File: src/qct_pkg.sv
`timescale 1ns / 1ps
// ----------------------------------------------------------------------------
// qct_pkg: shared types and constants of the quadrature count tracker
// Input and result word layouts, register indexes, sequencer states and the
// fixed-point scale factors used by the position and speed datapath.
// ----------------------------------------------------------------------------
package qct_pkg;

  // input word: raw counter value and elapsed time
  typedef struct packed {
    logic [15:0] raw_count;
    logic [19:0] dt_us;
  } in_word_t;

  // result word
  typedef struct packed {
    logic signed [31:0] total_count;
    logic signed [47:0] position_deg_q8;
    logic signed [47:0] rpm_q16;
    logic signed [15:0] applied_delta;
    logic               spike_rejected;
  } out_word_t;

  // configuration register indexes
  localparam logic [1:0] REG_NOISE_THRESHOLD = 2'd0;
  localparam logic [1:0] REG_INVERT_PHASE    = 2'd1;
  localparam logic [1:0] REG_COUNTS_PER_REV  = 2'd2;
  localparam logic [1:0] REG_RPM_ALPHA       = 2'd3;

  localparam int CFG_DATA_W = 17;

  // register reset values
  localparam logic [14:0] NOISE_THRESHOLD_RST = 15'd2000;
  localparam logic [15:0] COUNTS_PER_REV_RST  = 16'd4096;
  localparam logic [16:0] RPM_ALPHA_RST       = 17'd6554;
  localparam logic [16:0] ALPHA_ONE           = 17'd65536;

  // scale factors: 360 * 256 for degrees Q.8, 60e6 us per minute
  localparam logic [16:0] DEG_SCALE = 17'd92160;
  localparam logic [25:0] RPM_SCALE = 26'd60000000;

  // shared divider geometry
  localparam int DIV_NUM_W     = 57;
  localparam int DIV_DEN_W     = 36;
  localparam int POS_DIV_STEPS = 49;
  localparam int RPM_DIV_STEPS = 57;

  // 48-bit saturation limits, as magnitudes and as results
  localparam logic [56:0] MAG_MAX_POS = 57'd140737488355327;
  localparam logic [56:0] MAG_MAX_NEG = 57'd140737488355328;
  localparam logic signed [47:0] MAX48 = 48'sh7FFF_FFFF_FFFF;
  localparam logic signed [47:0] MIN48 = 48'sh8000_0000_0000;

  // sequencer states
  typedef enum logic [3:0] {
    S_IDLE,
    S_DELTA,
    S_POS_LOAD,
    S_POS_DIV,
    S_POS_DONE,
    S_RPM_DIV,
    S_RPM_DONE,
    S_FILT_LO,
    S_FILT_HI,
    S_FILT_SUM,
    S_OUT
  } state_t;

endpackage

File: src/quadrature_count_tracker_rpm.sv
`timescale 1ns / 1ps
// ----------------------------------------------------------------------------
// quadrature_count_tracker_rpm: encoder position and filtered speed tracker
// Folds raw counter changes into a signed delta, rejects spikes, accumulates
// the position count and derives degrees Q.8 and IIR-filtered RPM Q32.16.
// ----------------------------------------------------------------------------
// usage
//   in channel (in_valid / in_ready / in_data) takes one word per sample:
//   raw counter value and microseconds since the previous sample
//   out channel (out_valid / out_ready / out_data) returns one word per
//   sample: total count, degrees, filtered rpm, applied delta, spike flag
//   cfg port writes one register per cycle while cfg_wr_en is high
//   one word is in work at a time: a new word is taken only once the
//   previous one has left the final state
//   the sequence runs the delta, divider setup and the shared restoring
//   divider: 49 steps for degrees and 57 steps for rpm, one quotient bit
//   per cycle, then the two partial products of the filter multiply
//   the result sits in an output register; a stalled receiver does not stop
//   the next input word, which waits in the final state until that register
//   frees up
//   reset clears the last raw value, count and filter, and loads register
//   defaults (threshold 2000, no inversion, 4096 counts, alpha 6554)
// ----------------------------------------------------------------------------
module quadrature_count_tracker_rpm (
  input  logic                               clk,
  input  logic                               rst,
  input  logic                               in_valid,
  output logic                               in_ready,
  input  qct_pkg::in_word_t                  in_data,
  output logic                               out_valid,
  input  logic                               out_ready,
  output qct_pkg::out_word_t                 out_data,
  input  logic                               cfg_wr_en,
  input  logic [1:0]                         cfg_addr,
  input  logic [qct_pkg::CFG_DATA_W-1:0]     cfg_wr_data
);

  // configuration registers
  logic [14:0] noise_threshold;
  logic        invert_phase;
  logic [15:0] counts_per_rev;
  logic [16:0] rpm_alpha;

  // tracker state
  logic [15:0]        last_raw;
  logic [31:0]        count_accum;
  logic signed [47:0] rpm_filter;

  // sample and step results
  logic [15:0]        raw_q;
  logic [19:0]        dt_q;
  logic signed [15:0] applied_q;
  logic               spike_q;
  logic signed [47:0] pos_q;
  logic signed [48:0] diff_q;
  logic signed [43:0] prod_lo;
  logic signed [43:0] prod_hi;

  // shared divider
  logic [qct_pkg::DIV_NUM_W-1:0] num_reg;
  logic [qct_pkg::DIV_DEN_W-1:0] den_reg;
  logic [qct_pkg::DIV_DEN_W-1:0] rem_reg;
  logic [5:0]                    step_cnt;
  logic                          div_neg;

  qct_pkg::state_t   state, state_next;
  qct_pkg::out_word_t out_reg;
  logic              out_free;

  // signed saturation of a sign and magnitude quotient to 48 bits
  function automatic logic signed [47:0] sat48(input logic neg,
                                               input logic [56:0] mag);
    logic signed [47:0] res;
    if (neg) begin
      if (mag > qct_pkg::MAG_MAX_NEG) res = qct_pkg::MIN48;
      else res = -$signed(mag[47:0]);
    end else begin
      if (mag > qct_pkg::MAG_MAX_POS) res = qct_pkg::MAX48;
      else res = $signed(mag[47:0]);
    end
    return res;
  endfunction

  // effective operands: zero counts and zero time read as one, alpha clamps
  logic [15:0] cpr_eff;
  logic [19:0] dt_eff;
  logic [16:0] alpha_eff;
  assign cpr_eff   = (counts_per_rev == 16'd0) ? 16'd1 : counts_per_rev;
  assign dt_eff    = (dt_q == 20'd0) ? 20'd1 : dt_q;
  assign alpha_eff = (rpm_alpha > qct_pkg::ALPHA_ONE) ? qct_pkg::ALPHA_ONE : rpm_alpha;

  // delta with rollover folded, spike check and inversion
  logic signed [15:0] delta;
  logic [16:0]        delta_mag;
  logic               spike;
  logic signed [15:0] applied;
  assign delta     = $signed(raw_q - last_raw);
  assign delta_mag = delta[15] ? (17'd0 - {delta[15], delta}) : {1'b0, delta};
  assign spike     = delta_mag > {2'b00, noise_threshold};
  assign applied   = spike ? 16'sd0 : (invert_phase ? -delta : delta);

  // position numerator: |count| * 360 * 256
  logic        count_neg;
  logic [31:0] count_mag;
  logic [48:0] pos_num;
  assign count_neg = count_accum[31];
  assign count_mag = count_neg ? (32'd0 - count_accum) : count_accum;
  assign pos_num   = count_mag * qct_pkg::DEG_SCALE;

  // speed numerator |delta| * 60e6 and denominator cpr * dt
  logic [14:0] delta_abs;
  logic [40:0] rpm_num;
  logic [35:0] rpm_den;
  assign delta_abs = applied_q[15] ? 15'(16'd0 - applied_q) : applied_q[14:0];
  assign rpm_num   = delta_abs * qct_pkg::RPM_SCALE;
  assign rpm_den   = cpr_eff * dt_eff;

  // divider step: shift in one numerator bit, trial subtract
  logic [36:0] rem_sh;
  logic [37:0] trial;
  logic        trial_ge;
  assign rem_sh   = {rem_reg, num_reg[qct_pkg::DIV_NUM_W-1]};
  assign trial    = {1'b0, rem_sh} - {2'b00, den_reg};
  assign trial_ge = ~trial[37];

  // filter multiplier shared by the two partial products of alpha * diff
  logic signed [17:0] mul_a;
  logic signed [25:0] mul_b;
  logic signed [43:0] mul_p;
  assign mul_a = $signed({1'b0, alpha_eff});
  assign mul_b = (state == qct_pkg::S_FILT_LO) ? $signed({1'b0, diff_q[24:0]})
                                                : 26'($signed(diff_q[48:25]));
  assign mul_p = mul_a * mul_b;

  // recombine partial products, floor divide by 65536 and add to filter
  logic [63:0] filt_sum;
  assign filt_sum = ({{20{prod_hi[43]}}, prod_hi} << 25) + {{20{prod_lo[43]}}, prod_lo};

  assign out_free = !out_valid || out_ready;
  assign out_data = out_reg;

  // state register
  always_ff @(posedge clk) begin
    if (rst) begin
      state <= qct_pkg::S_IDLE;
    end else begin
      state <= state_next;
    end
  end

  // next state and handshake
  always_comb begin
    state_next = state;
    in_ready   = 1'b0;
    unique case (state)
      qct_pkg::S_IDLE: begin
        in_ready = 1'b1;
        if (in_valid) state_next = qct_pkg::S_DELTA;
      end
      qct_pkg::S_DELTA:    state_next = qct_pkg::S_POS_LOAD;
      qct_pkg::S_POS_LOAD: state_next = qct_pkg::S_POS_DIV;
      qct_pkg::S_POS_DIV: begin
        if (step_cnt == 6'd0) state_next = qct_pkg::S_POS_DONE;
      end
      qct_pkg::S_POS_DONE: state_next = qct_pkg::S_RPM_DIV;
      qct_pkg::S_RPM_DIV: begin
        if (step_cnt == 6'd0) state_next = qct_pkg::S_RPM_DONE;
      end
      qct_pkg::S_RPM_DONE: state_next = qct_pkg::S_FILT_LO;
      qct_pkg::S_FILT_LO:  state_next = qct_pkg::S_FILT_HI;
      qct_pkg::S_FILT_HI:  state_next = qct_pkg::S_FILT_SUM;
      qct_pkg::S_FILT_SUM: state_next = qct_pkg::S_OUT;
      qct_pkg::S_OUT: begin
        if (out_free) state_next = qct_pkg::S_IDLE;
      end
      default: state_next = qct_pkg::S_IDLE;
    endcase
  end

  // configuration writes
  always_ff @(posedge clk) begin
    if (rst) begin
      noise_threshold <= qct_pkg::NOISE_THRESHOLD_RST;
      invert_phase    <= 1'b0;
      counts_per_rev  <= qct_pkg::COUNTS_PER_REV_RST;
      rpm_alpha       <= qct_pkg::RPM_ALPHA_RST;
    end else if (cfg_wr_en) begin
      unique case (cfg_addr)
        qct_pkg::REG_NOISE_THRESHOLD: noise_threshold <= cfg_wr_data[14:0];
        qct_pkg::REG_INVERT_PHASE:    invert_phase    <= cfg_wr_data[0];
        qct_pkg::REG_COUNTS_PER_REV:  counts_per_rev  <= cfg_wr_data[15:0];
        qct_pkg::REG_RPM_ALPHA:       rpm_alpha       <= cfg_wr_data[16:0];
        default: ;
      endcase
    end
  end

  // tracker state and output handshake
  always_ff @(posedge clk) begin
    if (rst) begin
      last_raw    <= '0;
      count_accum <= '0;
      rpm_filter  <= '0;
      out_valid   <= 1'b0;
    end else begin
      if (state == qct_pkg::S_OUT && out_free) out_valid <= 1'b1;
      else if (out_valid && out_ready) out_valid <= 1'b0;
      if (state == qct_pkg::S_DELTA) begin
        last_raw    <= raw_q;
        count_accum <= count_accum + {{16{applied[15]}}, applied};
      end
      if (state == qct_pkg::S_FILT_SUM) rpm_filter <= rpm_filter + $signed(filt_sum[63:16]);
    end
  end

  // datapath
  always_ff @(posedge clk) begin
    unique case (state)
      qct_pkg::S_IDLE: begin
        raw_q <= in_data.raw_count;
        dt_q  <= in_data.dt_us;
      end
      qct_pkg::S_DELTA: begin
        applied_q <= applied;
        spike_q   <= spike;
      end
      qct_pkg::S_POS_LOAD: begin
        num_reg  <= {pos_num, 8'd0};
        den_reg  <= {20'd0, cpr_eff};
        rem_reg  <= '0;
        step_cnt <= 6'(qct_pkg::POS_DIV_STEPS - 1);
        div_neg  <= count_neg;
      end
      qct_pkg::S_POS_DIV, qct_pkg::S_RPM_DIV: begin
        num_reg  <= {num_reg[qct_pkg::DIV_NUM_W-2:0], trial_ge};
        rem_reg  <= trial_ge ? trial[35:0] : rem_sh[35:0];
        step_cnt <= step_cnt - 6'd1;
      end
      qct_pkg::S_POS_DONE: begin
        pos_q    <= sat48(div_neg, num_reg);
        num_reg  <= {rpm_num, 16'd0};
        den_reg  <= rpm_den;
        rem_reg  <= '0;
        step_cnt <= 6'(qct_pkg::RPM_DIV_STEPS - 1);
        div_neg  <= applied_q[15];
      end
      qct_pkg::S_RPM_DONE: begin
        diff_q <= 49'(sat48(div_neg, num_reg)) - 49'(rpm_filter);
      end
      qct_pkg::S_FILT_LO: prod_lo <= mul_p;
      qct_pkg::S_FILT_HI: prod_hi <= mul_p;
      qct_pkg::S_FILT_SUM: ;
      qct_pkg::S_OUT: begin
        if (out_free) begin
          out_reg.total_count     <= $signed(count_accum);
          out_reg.position_deg_q8 <= pos_q;
          out_reg.rpm_q16         <= rpm_filter;
          out_reg.applied_delta   <= applied_q;
          out_reg.spike_rejected  <= spike_q;
        end
      end
      default: ;
    endcase
  end

endmodule
File: config.mk
export PLATFORM = sky130hd
export DESIGN_NAME = quadrature_count_tracker_rpm
export DESIGN_NICKNAME = d
export VERILOG_FILES = /design/src/qct_pkg.sv /design/src/quadrature_count_tracker_rpm.sv
export SDC_FILE = /design/constraint.sdc
export NUM_CORES = 2
export LEC_CHECK = 0
export BUFFER_PORTS_ARGS = -buffer_cell sky130_fd_sc_hd__buf_4
export CAP_MARGIN = 20
export CORE_MARGIN = 5
export CORE_UTILIZATION = 55
export DETAILED_ROUTE_END_ITERATION = 6
export GPL_ROUTABILITY_DRIVEN = 1
export GPL_TIMING_DRIVEN = 0
export PLACE_DENSITY = 0.78
export SLEW_MARGIN = 25
export SYNTH_ARGS = -nofsm -noshare
export SYNTH_HDL_FRONTEND = slang
export SYNTH_SLANG_ARGS = --single-unit
File: constraint.sdc
create_clock -name clk -period 12.32 [get_ports clk]
set_clock_uncertainty 0.1 [all_clocks]
set_input_delay 0 -clock clk [delete_from_list [all_inputs] [get_ports clk]]
set_output_delay 0 -clock clk [all_outputs]
set_load 0.02 [all_outputs]
== After elaboration in Yosys (flattened, before gate mapping) ==
Cells that the tools add are included.
W data, S select, Z words.
Word-level totals
  register bits after elaboration: 664
  latch bits: 0
  bits in writable memories: 0
  bits in read-only memories: 0
  output and inout bits: 147
  word-level logic and storage cells: 113
  memories kept: 0
Operators by class
  $add $sub $neg: 12
  $mul: 4
  div/mod/pow operators: 0
  order comparisons: 4
  equality and inequality tests: 17
  shifts and indexed selects: 0
  muxes and demuxes: 27
  bitwise operators: 1
  reductions and logical operators: 21
Operators with widths (number)
  $mux W48: 4
  $pmux W57 S3: 1
  $pmux W36 S2: 2
  $add A64 B64 Y64: 1
  $gt A57 B47 Y1 const B: 1
  $gt A57 B48 Y1 const B: 1
  $sub A48 B48 Y49: 1
  $add A48 B48 Y48: 1
  $mux W16: 3
  $neg A48 Y48: 1
  $mul A18 B26 Y44: 1
  $pmux W4 S11: 1
  $mul A32 B6 Y38 const B: 1
  $sub A37 B36 Y38: 1
  $mul A16 B20 Y36: 1
  $mux W36: 1
  $mux W17: 2
  $mul A15 B18 Y33 const B: 1
  $add A32 B32 Y32: 1
  $mux W32: 1
  $sub A1 B32 Y32 const A: 1
  $mux W26: 1
  $logic_not A20 Y1: 1
  $mux W20: 1
  other kinds (32): 55

== Logic depth before layout (Yosys ltp) ==
  depth in word-level cells: 6
  gate-level depth with buffers: 36
  mapped depth without buffers: 35

== Worst setup path before layout ==
OpenSTA, ideal clock, no wires.
  path type: reg2reg
  start: reg state[0]
  end: reg prod_hi[28], data pin
  setup time: 264 ps
  data arrival time: 7924 ps
  required time: 11956 ps
  setup slack: 4031 ps
  stages on the path, launching flop included: 32
  buffers on the path: 3
  clock period less this slack: 8289 ps
  path through: dfxtp_1 > clkbuf_1 > nand4_1 > clkinv_1 > buf_1 > nand2_1 > nand2_1 > clkbuf_1 > nand2_1 > fa_1 > inv_1 > fa_1 > inv_1 > fa_1 > inv_1 > fa_1 > fa_1 > inv_1 > fa_1 > inv_1 > ha_1 > inv_1 > nor2_1 > a221o_1 > a211o_1 > o21ai_0 > a21oi_1 > o21a_1 > o21a_1 > o21ai_0 > nor2b_1 > xnor2_1
On the way
  word-level cells in the longest chain between the ends: 3
RTL lines
  start, declared: RTL line quadrature_count_tracker_rpm.sv:66  | qct_pkg::state_t state, state_next;
  start signal, assigned: RTL line quadrature_count_tracker_rpm.sv:145  | state <= qct_pkg::S_IDLE;
  start signal, assigned: RTL line quadrature_count_tracker_rpm.sv:147  | state <= state_next;
  $eq A4 B3 Y1: RTL line quadrature_count_tracker_rpm.sv:131  | assign mul_b = (state == qct_pkg::S_FILT_LO) ? $signed({1'b0, diff_q[24:0]})
  $mux W26: RTL line quadrature_count_tracker_rpm.sv:131
  $mul A18 B26 Y44: RTL line quadrature_count_tracker_rpm.sv:133  | assign mul_p = mul_a * mul_b;
  via mul_p[28]: RTL line quadrature_count_tracker_rpm.sv:129  | logic signed [43:0] mul_p;
  end signal, assigned: RTL line quadrature_count_tracker_rpm.sv:251  | qct_pkg::S_FILT_HI: prod_hi <= mul_p;
  end, declared: RTL line quadrature_count_tracker_rpm.sv:57  | logic signed [43:0] prod_hi;
The timed path passes the listed nets, and every way through them passes these cells.
A chain may end at the register's enable or synchronous reset.

== Worst setup path in the final report ==
  start: reg state[0]
  end: reg prod_lo[33], data pin
On the way
  word-level cells in the longest chain between the ends: 3
RTL lines
  $eq A4 B3 Y1: RTL line quadrature_count_tracker_rpm.sv:131
  $mux W26: RTL line quadrature_count_tracker_rpm.sv:131
  $mul A18 B26 Y44: RTL line quadrature_count_tracker_rpm.sv:133
  via mul_p[33]: RTL line quadrature_count_tracker_rpm.sv:129
  end signal, assigned: RTL line quadrature_count_tracker_rpm.sv:250  | qct_pkg::S_FILT_LO: prod_lo <= mul_p;
  end, declared: RTL line quadrature_count_tracker_rpm.sv:56  | logic signed [43:0] prod_lo;
The timed path passes the listed nets, and every way through them passes these cells.

==> impl_metrics.py <==
metrics = {
    "run_status": {
        "outcome": "complete, no violations",
    },
    "yosys": {
        "synthMostInstantiatedCell": "inv_1",
        "yosys_warnings": 0,
        "synth-edff-count": 498,
        "synth_seq_area_share_pct": 25.4,
        "yosys.area.top_type": "fa_1",
        "synth_area_um2": 70700,
        "ys_ff_latch": 648,
        "syn_area_per_cell_um2": 9.22,
        "synth_cell_types": 85,
        "yosys-top-cells-area": "fa_1, edfxtp_1, ha_1",
        "syn_nets": 9209,
        "netlist.area_leader.share_pct": 23.2,
        "synthArstFlopShare_pct": 0,
        "synthFlopType": "edfxtp_1",
        "synth_commonest_cells": "inv_1, nand2_1, fa_1",
        "synthCells": 7674,
    },
    "global_route": {
        "grt_overflow": 0,
        "grt_max_degree": 56,
        "grt_pass1_wl_um": 329000,
        "grtUsageTotal_pct": 31.3,
        "antenna_found_initial": 5,
        "grt_pass1_vias": 57049,
    },
    "detailed_routing": {
        "drc": 0,
        "drtPass1Iterations": 6,
        "via_per_inst": 5.85,
        "ant_nets": 0,
        "drt_wl_total_um": 214000,
        "drt_iter0_markers": 5622,
        "route.vias.total": 57477,
        "wl_per_cell_um": 21.8,
    },
    "clock_tree": {
        "cts_setup_buffers": 0,
        "h-tree-depth": 3,
        "clkSinkCount": 648,
        "clk_latency_ns": 0.72,
        "clkTransAtPathRegs_ns": 0.06,
        "cts_buffers": 74,
        "clock_path_buffers": 3,
        "cts-root-buf": "clkbuf_16",
        "post_cts_resized": 0,
        "cts_tree": "yes",
    },
    "setup_path": {
        "critPathKind": "register to register",
        "reg2regPathDepth": 27,
        "worstPathRequired_ns": 12.63,
        "cp-startpoint": "state[0]",
        "cp_max_fo": 10,
        "critPathLaunchType": "register",
        "timing.rr.end": "prod_lo[33]",
        "cpPeakStageDelay_ns": 0.96,
        "cp_data_arrival_time_ns": 10.71,
        "end_kind": "register",
        "cpMostUsedCell": "fa_1",
        "rrSetupSlack_ns": 1.92,
        "reg2reg_from": "state[0]",
        "crit_slowest_cell": "o31ai_1",
    },
    "floorplanning": {
        "rows": 131,
        "die_w_um": 369,
        "core_area_um2": 128000,
        "initial_core_util_pct": 55.4,
        "dieArea_um2": 136000,
        "die_h_um": 369,
        "io_pins": 207,
    },
    "final_layout": {
        "areaGrowthSynthToFinish_pct": 11.1,
        "fillers": 10568,
        "layout-drive-gt1-share_pct": 5.28,
        "largest_register_ffs": 145,
        "ff_latch_area_um2": 18000,
        "multi_input_area_um2": 46900,
        "nets": 9630,
    },
    "sta": {
        "fmax_ghz": 0.0962,
        "finalSetupViolCount": 0,
        "finalCriticalPeriod_ns": 10.40,
        "rsz0062_at_grt": "no",
        "slew_violations": 0,
        "post-route-period-util_pct": 84.4,
        "hold_violations": 0,
        "worstMarginPinSlew_ns": 1.17,
        "tns_ns": 0,
        "slew_headroom_pct": 21.1,
    },
    "hold_path": {
        "hold_class": "input port to register",
        "hold_depth": 3,
        "min_to": "noise_threshold[7]",
        "min_from": "cfg_wr_data[7]",
    },
    "placed_design": {
        "place_congestion": 1.01,
        "place.port_buffers": 205,
        "dp_hpwl_um": 174000,
    },
    "flow_run": {
        "maxCapViolCount": 0,
    },
}
-- per-stage QoR --
stage	instance area, um2	hold slack (ns)	instances	utilization, %	setup WS (ns)
after floorplan	70700	-0.00113	7674	-	4.03
after global placement	74400	0.0783	9541	58.2	1.19
after detailed placement	74800	0.0793	9568	58.6	2.23
after CTS	78500	0.000609	9818	61.5	2.15
after global routing	78500	0.0152	9818	61.5	1.57
final	78500	0.0298	9819	61.5	1.92
-- final cells by class --
class	count	share of cell area (%)
clock buffer	90	2.47
clock inverter	47	0.820
multi-input combinational	5466	59.8
sequential	648	22.9
inverter	1292	6.17
buffer	268	1.32
timing repair buffer	345	3.93
antenna	1	0.00319
tap	1662	2.65
-- worst max-delay path by stage --
stage,end,slack (ns),cells past startpoint
floorplan,prod_hi[28],4.03,31
global placement,out_data[26],1.19,4
detailed placement,prod_lo[33],2.23,27
CTS,prod_lo[33],2.15,27
global route,prod_lo[43],1.57,29
finish,prod_lo[33],1.92,27
-- critical path, delay by kind of cell, from the launching register on --
| kind | cells | cell delay [ns] |
|---|---|---|
| AOI/OAI and AO/OA | 8 | 2.56 |
| xor gates and xnor gates | 1 | 0.54 |
| adders and majority gates | 7 | 3.53 |
| buffers and inverters | 7 | 2.17 |
| DFF | 1 | 0.35 |
| and+or+nand+nor | 4 | 0.82 |
-- cells by family (layout without fill, tap and decap cells) --
| group | count (synthesis) | after routing | share of synthesized area (%) |
|---|---|---|---|
| AND/OR/NAND/NOR | 2252 | 2252 | 14.4 |
| buffers and inverters | 1560 | 2042 | 8.30 |
| adder cells (fa/ha/maj) | 1475 | 1475 | 34.8 |
| AO/OA/AOI/OAI | 1337 | 1337 | 12.1 |
| flip-flops | 648 | 648 | 25.4 |
| XOR/XNOR | 369 | 369 | 4.57 |
| multiplexers | 33 | 33 | 0.469 |
| other | 0 | 1 | 0 |
-- cells in the final DEF (no fill, tap or decap), types with 55 or more instances in the layout --
cell / Yosys / final
xor2_1: 117 / 117
edfxtp_1: 498 / 498
o21ai_0: 247 / 247
nor3_1: 95 / 94
nand3_1: 74 / 74
fa_1: 820 / 820
o21a_1: 55 / 55
buf_4: 0 / 211
and2_1: 167 / 167
dlygate4sd3_1: 0 / 113
nand2_1: 1099 / 1099
a21o_1: 162 / 162
nand2b_1: 62 / 62
xnor2_1: 252 / 252
a21oi_1: 452 / 452
inv_1: 1289 / 1289
clkbuf_16: 0 / 75
ha_1: 655 / 655
clkbuf_1: 250 / 256
dfxtp_1: 150 / 150
nor2b_1: 61 / 60
nor2_1: 431 / 429
-- what timing repair did --
action                                  CTS  global route
endpoints found under the hold margin    93             0
hold buffers                            113             0
endpoints found under the setup margin    0             0
-- metal layers --
layer / track usage, % / up-vias / part of all wire [%]
li1: - / 26082 / -
met1: 42.1 / 28111 / 40
met3: 7.19 / 528 / 10
met5: 0 / - / 0.0061
met2: 48.6 / 2754 / 44
met4: 13.8 / 2 / 5.5
Power is left out: the tool's default activity adds up to more than one toggle a clock period on the data nets, which glitch-free logic cannot reach.
